## src/hw/rtl/sktm_pkg.sv

```systemverilog
// Shared types and codes for the sorted key table with max tracking.
// No dependencies; used by every module of the block.
package sktm_pkg;

    // default table depth
    localparam int CAPACITY = 64;

    localparam int KEY_W    = 32;
    localparam int CHUNK_W  = 16;
    localparam int POS_W    = 6;
    localparam int SLOT_W   = 7;
    localparam int COUNT_W  = 7;
    localparam int REQ_W    = 2;
    localparam int STATUS_W = 3;

    // request type codes
    localparam logic [REQ_W-1:0] REQ_SAVE   = 2'd0;
    localparam logic [REQ_W-1:0] REQ_REMOVE = 2'd1;
    localparam logic [REQ_W-1:0] REQ_READ   = 2'd2;

    // result status codes
    typedef enum logic [STATUS_W-1:0] {
        ST_INSERTED  = 3'd0,
        ST_REPLACED  = 3'd1,
        ST_REMOVED   = 3'd2,
        ST_NOT_FOUND = 3'd3,
        ST_FULL      = 3'd4,
        ST_READ_OK   = 3'd5,
        ST_READ_OOR  = 3'd6
    } status_t;

    // one table entry
    typedef struct packed {
        logic [KEY_W-1:0]   key;
        logic [CHUNK_W-1:0] chunks;
    } entry_t;

endpackage

```

## src/hw/rtl/sktm_cell.sv

```systemverilog
// One storage cell of the entry ring: holds a single entry.
// Depends on sktm_pkg for the entry type.
module sktm_cell
(
    input  logic            clk,
    input  logic            shift_en,
    input  sktm_pkg::entry_t din,
    output sktm_pkg::entry_t q
);

    sktm_pkg::entry_t q_reg;

    // take the neighbor's entry on every walk cycle
    always_ff @(posedge clk)
    begin
        if (shift_en)
        begin
            q_reg <= din;
        end
    end

    assign q = q_reg;

endmodule

```

## src/hw/rtl/sktm_ctrl.sv

```systemverilog
// Head unit of the entry ring: walks the ring once per request, edits the
// stream of entries that re-enters the tail, tracks the maximum and holds
// the result register. Depends on sktm_pkg.
module sktm_ctrl
#(
    parameter int CAPACITY = sktm_pkg::CAPACITY
)
(
    input  logic                               clk,
    input  logic                               rst_n,
    // request channel
    input  logic                               req_valid,
    output logic                               req_stall,
    input  logic [sktm_pkg::REQ_W-1:0]         req_type,
    input  logic [sktm_pkg::KEY_W-1:0]         page_id,
    input  logic [sktm_pkg::CHUNK_W-1:0]       free_chunks,
    input  logic [sktm_pkg::POS_W-1:0]         position,
    // ring taps
    input  sktm_pkg::entry_t                   head,
    input  sktm_pkg::entry_t                   next,
    output sktm_pkg::entry_t                   push,
    output logic                               shift_en,
    // result channel
    output logic                               rsp_valid,
    input  logic                               rsp_stall,
    output logic [sktm_pkg::STATUS_W-1:0]      status,
    output logic [sktm_pkg::SLOT_W-1:0]        slot,
    output logic [sktm_pkg::KEY_W-1:0]         entry_id,
    output logic [sktm_pkg::CHUNK_W-1:0]       entry_chunks,
    output logic [sktm_pkg::COUNT_W-1:0]       entry_count,
    output logic [sktm_pkg::CHUNK_W-1:0]       max_chunks
);

    localparam int CW    = $clog2(CAPACITY + 1);
    localparam int KW    = $clog2(CAPACITY);
    localparam int CMP_W = (CW > sktm_pkg::POS_W) ? CW : sktm_pkg::POS_W;
    localparam logic [KW-1:0] K_LAST = KW'(CAPACITY - 1);

    typedef enum logic [1:0] {
        S_IDLE,
        S_WALK,
        S_POST
    } state_t;

    state_t                            state_reg;
    logic [sktm_pkg::REQ_W-1:0]        op_reg;
    logic [sktm_pkg::KEY_W-1:0]        key_reg;
    logic [sktm_pkg::CHUNK_W-1:0]      chunks_reg;
    logic [sktm_pkg::POS_W-1:0]        pos_reg;
    logic [KW-1:0]                     k_reg;
    logic [CW-1:0]                     count_reg;
    logic                              found_reg, found_next;
    logic                              shifting_reg, shifting_next;
    sktm_pkg::entry_t                  carry_reg, carry_next;
    sktm_pkg::status_t                 status_reg, status_next;
    logic [sktm_pkg::SLOT_W-1:0]       slot_reg, slot_next;
    logic [sktm_pkg::KEY_W-1:0]        rid_reg, rid_next;
    logic [sktm_pkg::CHUNK_W-1:0]      rch_reg, rch_next;
    logic [sktm_pkg::CHUNK_W-1:0]      max_run_reg, max_run_next;
    logic [CW-1:0]                     count_next;

    // result register
    logic                              rsp_valid_reg;
    sktm_pkg::status_t                 rsp_status_reg;
    logic [sktm_pkg::SLOT_W-1:0]       rsp_slot_reg;
    logic [sktm_pkg::KEY_W-1:0]        rsp_id_reg;
    logic [sktm_pkg::CHUNK_W-1:0]      rsp_chunks_reg;
    logic [sktm_pkg::COUNT_W-1:0]      rsp_count_reg;
    logic [sktm_pkg::CHUNK_W-1:0]      rsp_max_reg;

    logic                              accept;
    logic                              out_free;
    logic                              rsp_load;
    logic [CW-1:0]                     k_ext;
    logic                              in_range, at_count, at_last_held, full;
    logic                              key_lt, key_eq, rm_now, push_valid;
    sktm_pkg::entry_t                  new_entry;
    sktm_pkg::status_t                 init_status;
    logic [sktm_pkg::SLOT_W-1:0]       init_slot;

    assign accept   = req_valid && !req_stall;
    assign out_free = !rsp_valid_reg || !rsp_stall;
    assign rsp_load = (state_reg == S_POST) && out_free;

    // pick the starting result for a fresh request
    always_comb
    begin
        init_status = sktm_pkg::ST_NOT_FOUND;
        init_slot   = '0;
        unique case (req_type)
            sktm_pkg::REQ_SAVE:
            begin
                init_status = sktm_pkg::ST_FULL;
                init_slot   = sktm_pkg::SLOT_W'(count_reg);
            end
            sktm_pkg::REQ_READ:
            begin
                init_status = (CMP_W'(position) < CMP_W'(count_reg)) ?
                              sktm_pkg::ST_READ_OK : sktm_pkg::ST_READ_OOR;
                init_slot   = sktm_pkg::SLOT_W'(position);
            end
            default:
            begin
                init_status = sktm_pkg::ST_NOT_FOUND;
                init_slot   = '0;
            end
        endcase
    end

    // decide what re-enters the ring tail for the entry at the head
    always_comb
    begin
        k_ext        = CW'(k_reg);
        in_range     = k_ext < count_reg;
        at_count     = k_ext == count_reg;
        at_last_held = k_ext == (count_reg - CW'(1));
        full         = count_reg == CW'(CAPACITY);
        key_lt       = head.key < key_reg;
        key_eq       = head.key == key_reg;
        new_entry    = '{key: key_reg, chunks: chunks_reg};
        rm_now       = 1'b0;

        push          = head;
        push_valid    = in_range;
        found_next    = found_reg;
        shifting_next = shifting_reg;
        carry_next    = carry_reg;
        status_next   = status_reg;
        slot_next     = slot_reg;
        rid_next      = rid_reg;
        rch_next      = rch_reg;

        unique case (op_reg)
            sktm_pkg::REQ_SAVE:
            begin
                if (!found_reg)
                begin
                    priority if (in_range && key_lt)
                    begin
                        push = head;
                    end
                    else if (in_range && key_eq)
                    begin
                        push        = new_entry;
                        found_next  = 1'b1;
                        status_next = sktm_pkg::ST_REPLACED;
                        slot_next   = sktm_pkg::SLOT_W'(k_reg);
                    end
                    else if (!full)
                    begin
                        push          = new_entry;
                        push_valid    = in_range || at_count;
                        found_next    = 1'b1;
                        shifting_next = 1'b1;
                        carry_next    = head;
                        status_next   = sktm_pkg::ST_INSERTED;
                        slot_next     = sktm_pkg::SLOT_W'(k_reg);
                    end
                    else
                    begin
                        push        = head;
                        found_next  = 1'b1;
                        status_next = sktm_pkg::ST_FULL;
                        slot_next   = sktm_pkg::SLOT_W'(k_reg);
                    end
                end
                else if (shifting_reg)
                begin
                    // delay the rest of the table by one slot
                    push       = carry_reg;
                    carry_next = head;
                    push_valid = in_range || at_count;
                end
            end
            sktm_pkg::REQ_REMOVE:
            begin
                rm_now = !found_reg && in_range && key_eq;
                if (rm_now)
                begin
                    found_next  = 1'b1;
                    status_next = sktm_pkg::ST_REMOVED;
                    slot_next   = sktm_pkg::SLOT_W'(k_reg);
                end
                // pull the following entry forward over the removed one
                if (found_reg || rm_now)
                begin
                    push       = next;
                    push_valid = in_range && !at_last_held;
                end
            end
            sktm_pkg::REQ_READ:
            begin
                if ((CMP_W'(k_reg) == CMP_W'(pos_reg)) && in_range)
                begin
                    rid_next = head.key;
                    rch_next = head.chunks;
                end
            end
            default:
            begin
                push = head;
            end
        endcase

        max_run_next = (push_valid && (push.chunks > max_run_reg)) ?
                       push.chunks : max_run_reg;
    end

    // count after the request
    always_comb
    begin
        priority if (status_reg == sktm_pkg::ST_INSERTED)
        begin
            count_next = count_reg + CW'(1);
        end
        else if (status_reg == sktm_pkg::ST_REMOVED)
        begin
            count_next = count_reg - CW'(1);
        end
        else
        begin
            count_next = count_reg;
        end
    end

    // sequence the walk and hold the result register
    always_ff @(posedge clk or negedge rst_n)
    begin
        if (!rst_n)
        begin
            state_reg      <= S_IDLE;
            count_reg      <= '0;
            op_reg         <= '0;
            key_reg        <= '0;
            chunks_reg     <= '0;
            pos_reg        <= '0;
            k_reg          <= '0;
            found_reg      <= 1'b0;
            shifting_reg   <= 1'b0;
            carry_reg      <= '0;
            status_reg     <= sktm_pkg::ST_NOT_FOUND;
            slot_reg       <= '0;
            rid_reg        <= '0;
            rch_reg        <= '0;
            max_run_reg    <= '0;
            rsp_valid_reg  <= 1'b0;
            rsp_status_reg <= sktm_pkg::ST_NOT_FOUND;
            rsp_slot_reg   <= '0;
            rsp_id_reg     <= '0;
            rsp_chunks_reg <= '0;
            rsp_count_reg  <= '0;
            rsp_max_reg    <= '0;
        end
        else
        begin
            // drop a result once taken, unless a new one loads now
            if (rsp_valid_reg && !rsp_stall && !rsp_load)
            begin
                rsp_valid_reg <= 1'b0;
            end

            unique case (state_reg)
                S_IDLE:
                begin
                    if (accept)
                    begin
                        op_reg       <= req_type;
                        key_reg      <= page_id;
                        chunks_reg   <= free_chunks;
                        pos_reg      <= position;
                        k_reg        <= '0;
                        found_reg    <= 1'b0;
                        shifting_reg <= 1'b0;
                        status_reg   <= init_status;
                        slot_reg     <= init_slot;
                        rid_reg      <= '0;
                        rch_reg      <= '0;
                        max_run_reg  <= '0;
                        state_reg    <= S_WALK;
                    end
                end
                S_WALK:
                begin
                    found_reg    <= found_next;
                    shifting_reg <= shifting_next;
                    carry_reg    <= carry_next;
                    status_reg   <= status_next;
                    slot_reg     <= slot_next;
                    rid_reg      <= rid_next;
                    rch_reg      <= rch_next;
                    max_run_reg  <= max_run_next;
                    k_reg        <= k_reg + KW'(1);
                    if (k_reg == K_LAST)
                    begin
                        state_reg <= S_POST;
                    end
                end
                S_POST:
                begin
                    if (out_free)
                    begin
                        count_reg      <= count_next;
                        rsp_valid_reg  <= 1'b1;
                        rsp_status_reg <= status_reg;
                        rsp_slot_reg   <= slot_reg;
                        rsp_id_reg     <= rid_reg;
                        rsp_chunks_reg <= rch_reg;
                        rsp_count_reg  <= sktm_pkg::COUNT_W'(count_next);
                        rsp_max_reg    <= max_run_reg;
                        state_reg      <= S_IDLE;
                    end
                end
                default:
                begin
                    state_reg <= S_IDLE;
                end
            endcase
        end
    end

    assign req_stall    = state_reg != S_IDLE;
    assign shift_en     = state_reg == S_WALK;
    assign rsp_valid    = rsp_valid_reg;
    assign status       = rsp_status_reg;
    assign slot         = rsp_slot_reg;
    assign entry_id     = rsp_id_reg;
    assign entry_chunks = rsp_chunks_reg;
    assign entry_count  = rsp_count_reg;
    assign max_chunks   = rsp_max_reg;

endmodule

```

## src/hw/rtl/sorted_key_table_with_max_tracking_unit.sv

```systemverilog
// Top level of the sorted key table: a ring of entry cells and its head unit.
// Depends on sktm_pkg, sktm_cell and sktm_ctrl.
//
//   channel | direction | handshake            | payload
//   --------+-----------+----------------------+------------------------------------------
//   req     | in        | req_valid/req_stall  | req_type page_id free_chunks position
//   rsp     | out       | rsp_valid/rsp_stall  | status slot entry_id entry_chunks
//           |           |                      | entry_count max_chunks
//
// For every request the head unit sees one entry per cycle as the whole ring rotates
// once past it; then the S_POST state commits the count and loads the result register.
// One request is in work at a time; req_stall is high from acceptance until the
// result is loaded. A waiting result does not block the next request.
// A stalled result holds the walk's end until the result register frees up.
// Reset clears the entry count; the cells are not cleared and need no clearing pass.
module sorted_key_table_with_max_tracking_unit
#(
    parameter int CAPACITY = sktm_pkg::CAPACITY
)
(
    input  logic                           clk,
    input  logic                           rst_n,
    input  logic                           req_valid,
    output logic                           req_stall,
    input  logic [sktm_pkg::REQ_W-1:0]     req_type,
    input  logic [sktm_pkg::KEY_W-1:0]     page_id,
    input  logic [sktm_pkg::CHUNK_W-1:0]   free_chunks,
    input  logic [sktm_pkg::POS_W-1:0]     position,
    output logic                           rsp_valid,
    input  logic                           rsp_stall,
    output logic [sktm_pkg::STATUS_W-1:0]  status,
    output logic [sktm_pkg::SLOT_W-1:0]    slot,
    output logic [sktm_pkg::KEY_W-1:0]     entry_id,
    output logic [sktm_pkg::CHUNK_W-1:0]   entry_chunks,
    output logic [sktm_pkg::COUNT_W-1:0]   entry_count,
    output logic [sktm_pkg::CHUNK_W-1:0]   max_chunks
);

    sktm_pkg::entry_t ring_q [CAPACITY];
    sktm_pkg::entry_t push;
    logic             shift_en;

    // build the ring: each cell takes from its upper neighbor, the top from the head
    for (genvar i = 0; i < CAPACITY; i++)
    begin : g_cell
        if (i == CAPACITY - 1)
        begin : g_top
            sktm_cell u_cell
            (
                .clk      (clk),
                .shift_en (shift_en),
                .din      (push),
                .q        (ring_q[i])
            );
        end
        else
        begin : g_mid
            sktm_cell u_cell
            (
                .clk      (clk),
                .shift_en (shift_en),
                .din      (ring_q[i+1]),
                .q        (ring_q[i])
            );
        end
    end

    sktm_ctrl
    #(
        .CAPACITY (CAPACITY)
    )
    u_ctrl
    (
        .clk          (clk),
        .rst_n        (rst_n),
        .req_valid    (req_valid),
        .req_stall    (req_stall),
        .req_type     (req_type),
        .page_id      (page_id),
        .free_chunks  (free_chunks),
        .position     (position),
        .head         (ring_q[0]),
        .next         (ring_q[1]),
        .push         (push),
        .shift_en     (shift_en),
        .rsp_valid    (rsp_valid),
        .rsp_stall    (rsp_stall),
        .status       (status),
        .slot         (slot),
        .entry_id     (entry_id),
        .entry_chunks (entry_chunks),
        .entry_count  (entry_count),
        .max_chunks   (max_chunks)
    );

endmodule

```

## config.mk

```make
export PLATFORM = sky130hd
export DESIGN_NAME = sorted_key_table_with_max_tracking_unit
export DESIGN_NICKNAME = d
export VERILOG_FILES = /design/src/hw/rtl/sktm_pkg.sv /design/src/hw/rtl/sktm_cell.sv /design/src/hw/rtl/sktm_ctrl.sv /design/src/hw/rtl/sorted_key_table_with_max_tracking_unit.sv
export SDC_FILE = /design/constraint.sdc
export NUM_CORES = 2
export LEC_CHECK = 0
export BUFFER_PORTS_ARGS = -buffer_cell sky130_fd_sc_hd__buf_4
export CAP_MARGIN = 20
export CORE_MARGIN = 10
export CORE_UTILIZATION = 31
export CTS_CLUSTER_DIAMETER = 80
export DETAILED_ROUTE_END_ITERATION = 6
export GPL_TIMING_DRIVEN = 0
export PLACE_DENSITY = 0.44
export SLEW_MARGIN = 40
export SYNTH_ARGS = -nofsm -noshare
export SYNTH_HDL_FRONTEND = slang
export SYNTH_SLANG_ARGS = --single-unit
export TNS_END_PERCENT = 1
```

## constraint.sdc

```tcl
create_clock -name clk -period 136.9 [get_ports clk]
set_input_delay 6.845 -clock clk [delete_from_list [all_inputs] [get_ports clk]]
set_output_delay 6.845 -clock clk [all_outputs]
set_load 0.02 [all_outputs]
```

==> qor.txt <==
Netlist Area Pre-Place - 0.1060 sq mm
share of layout cells above drive strength 1 - 0.1783
minimum clock period - 8563 ps
Final nets - 5106
Residual DRC - 0
Max VDD drop - 0.01177 mV
Fin Setup TNS - 0 ps
sequential-to-total area share from yosys stat - 0.9342
most frequent cell after synthesis - edfxtp_1
Setup crit end kind - output port
#FFs+latches synth - 3342
fin crit share - 0.06255
Hold Buf Count CTS - 0
Synth top cells by count - edfxtp_1 (3072), dfrtp_1 (266), nand2_1 (250)
outcome - finished clean
initial core utilization - 0.3117
CTS tree - yes
Antenna Nets Post-Route - 0
maximum number of pins on one net before global-route repair - 65
post-DR vias/cell - 4.207
max_cap viols - 0
FP Rows - 214
DRT iter0 DRCs - 3345
via count - 41240
postcts setup bufs - 0
Placed Cells - 9164
Clock Pin Slew Worst Setup and Hold Paths - 60 ps
first-pass GRT wire length - 272800 um
post-detail-place hpwl - 107700 um
top post-synthesis cells by area - edfxtp_1 (87%), dfrtp_1 (6.3%), mux2_2 (1.0%)
Mapped Cells - 4394
hold path cells - 0
P_sw - 592.2 uW
Chip Height - 604.7 um
vias in the first global route - 41960
Cell Pwr Density - 20.89 mW/mm^2
Area growth syn-to-layout - 18.82%
final WL - 181300 um
Clock power frac - 0.351
number of fill cells - 30880
Reg2Reg Depth - 19
# IOs - 143
router iterations before antenna repair - 7
category of the worst setup path launch point - flop
net count after synthesis - 4517
H-Tree Depth - 5
switching part of the total - 0.2252
Syn Area/Cell - 24.12 sq um
Comb pwr share - 0.075
CTS Sinks - 3342
P_int - 2038 uW
setup slack at placement - 127330 ps
Yosys top cell area share - 0.8704
Worst Path Max Fanout - 3
Synth warnings - 0
Die W - 604.7 um
largest area contributor in the netlist - edfxtp_1
gpl congestion - 0.7860
final setup fails - 0
Clock Latency Late Sink - 900 ps
initial antenna violation count - 10
WP data arrival - 1720 ps
gr ovfl total - 0
sequential share of power - 0.573
final hold violation count - 0
DR WL/cell - 18.50 um
Setup CP Type - reg -> out
Max transition margin - 0.4430
Hold Crit Class - reg -> reg
Buffers on Ports - 141
most common flop cell mapped by yosys - edfxtp_1
total die area - 0.3657 sq mm
Num CTS Buffers - 353
worst-margin pin slew - 835.5 ps
CP required - 130060 ps
unrepaired setup endpoints after global routing - no
fin cells - 9803
max FFs per register - 3024
fmax - 0.1168 GHz
Worst Slack Setup Final - 128340 ps
LEAKAGE - 0.04093 uW
max-slew violations - 0
CTS Root Cell - clkbuf_16
asr flop ratio synth - 0.08079
number of synthesized flops with an enable pin - 3072
core area - 0.3401 sq mm
number of distinct library cells after synthesis - 67
GRT Total Usage - 0.09620
CTS resizes - 0
CTS Buffer Depth - 4
Post-Route Skew - 72.86 ps
stage by stage:
| stage | cell area [sq um] | total power (uW) | hold WS (ps) | util |
|---|---|---|---|---|
| floorplan | 106000 | 2054 | 400.3 | - |
| finish | 125900 | 2630 | 360.3 | 0.3703 |
| CTS | 125900 | 2680 | 354.0 | 0.3703 |
| global route | 125900 | 2756 | 367.3 | 0.3703 |
| global placement | 112700 | 2301 | 400.2 | 0.3315 |
| detailed placement | 114700 | 1730 | 404.5 | 0.3373 |
power groups by stage:
stage / logic [uW] / clock network, uW / registers [uW]
after floorplan: 113 / 0 / 1940
after global placement: 182 / 0 / 2120
after detailed placement: 204 / 0 / 1530
after CTS: 204 / 962 / 1510
after global routing: 219 / 1000 / 1530
final: 199 / 924 / 1510
worst max-delay path, stage by stage, from the launching register on:
cell and delay (ps):
dfrtp_1 390, nor2_1 190, inv_1 80, buf_4 160
final timing paths:
path	to	slack, ps	startpoint
max	req_stall	128340	u_ctrl.state_reg[1]$_DFFE_PN0P_
min	g_cell[53].g_mid.u_cell.q[29]$_DFFE_PP_	360	g_cell[54].g_mid.u_cell.q[29]$_DFFE_PP_
max reg2reg	u_ctrl.max_run_reg[6]$_DFFE_PN0P_	129530	g_cell[0].g_mid.u_cell.q[30]$_DFFE_PP_
min reg2reg	g_cell[53].g_mid.u_cell.q[29]$_DFFE_PP_	360	g_cell[54].g_mid.u_cell.q[29]$_DFFE_PP_
max in group asynchronous	u_ctrl.entry_id[23]$_DFFE_PN0P_	129470	rst_n
min in group asynchronous	u_ctrl.max_chunks[10]$_DFFE_PN0P_	5790	rst_n
layout by cell type (no fill, tap or decap), drive strengths merged, types with 6 or more instances in the layout:
cell and n:
clkinvlp 16, nor2 39, edfxtp 3072, diode 7, clkbuf 505, mux2i 22, xor2 7, clkinv 125
dfrtp 266, a21oi 42, nand2 250, xnor2 13, nand2b 10, o21ai 82, ha 63, o221a 44
mux2 118, a22o 15, nand3 65, bufinv 27, inv 69, a21o 6, nand4 19, buf 268
o22a 31, nor3 11
layer usage:
layer / global-route usage / vias to the layer above / wire [um]
met4: 0.04146 / 0 / 7591
met2: 0.1462 / 711 / 82510
met1: 0.1348 / 21550 / 83690
met5: 0 / - / 0
li1: - / 18570 / -
met3: 0.01914 / 408 / 7554
area by class of cell:
type	instances	area (sq um)	area share
Sequential cell	3342	99010	0.7863
Clock inverter	177	1694	0.01345
Buffer	84	382.9	0.003040
Inverter	60	226.5	0.001798
Tap cell	4536	5675	0.04507
Clock buffer	455	9529	0.07567
Timing Repair Buffer	234	2950	0.02343
Antenna cell	7	17.52	0.0001391
Multi-Input combinational cell	908	6440	0.05114
cell families after synthesis:
family                   count (synthesis)  synth area share
flip-flops                            3342            0.9342
adder cells (fa/ha/maj)                 63          0.007438
XOR/XNOR                                20          0.001653
AND/OR/NAND/NOR                        424           0.01773
AO/OA/AOI/OAI                          261           0.01813
multiplexers                           140           0.01532
buffers and inverters                  144          0.005478
Note: power is estimated with default switching activity, not from simulation.
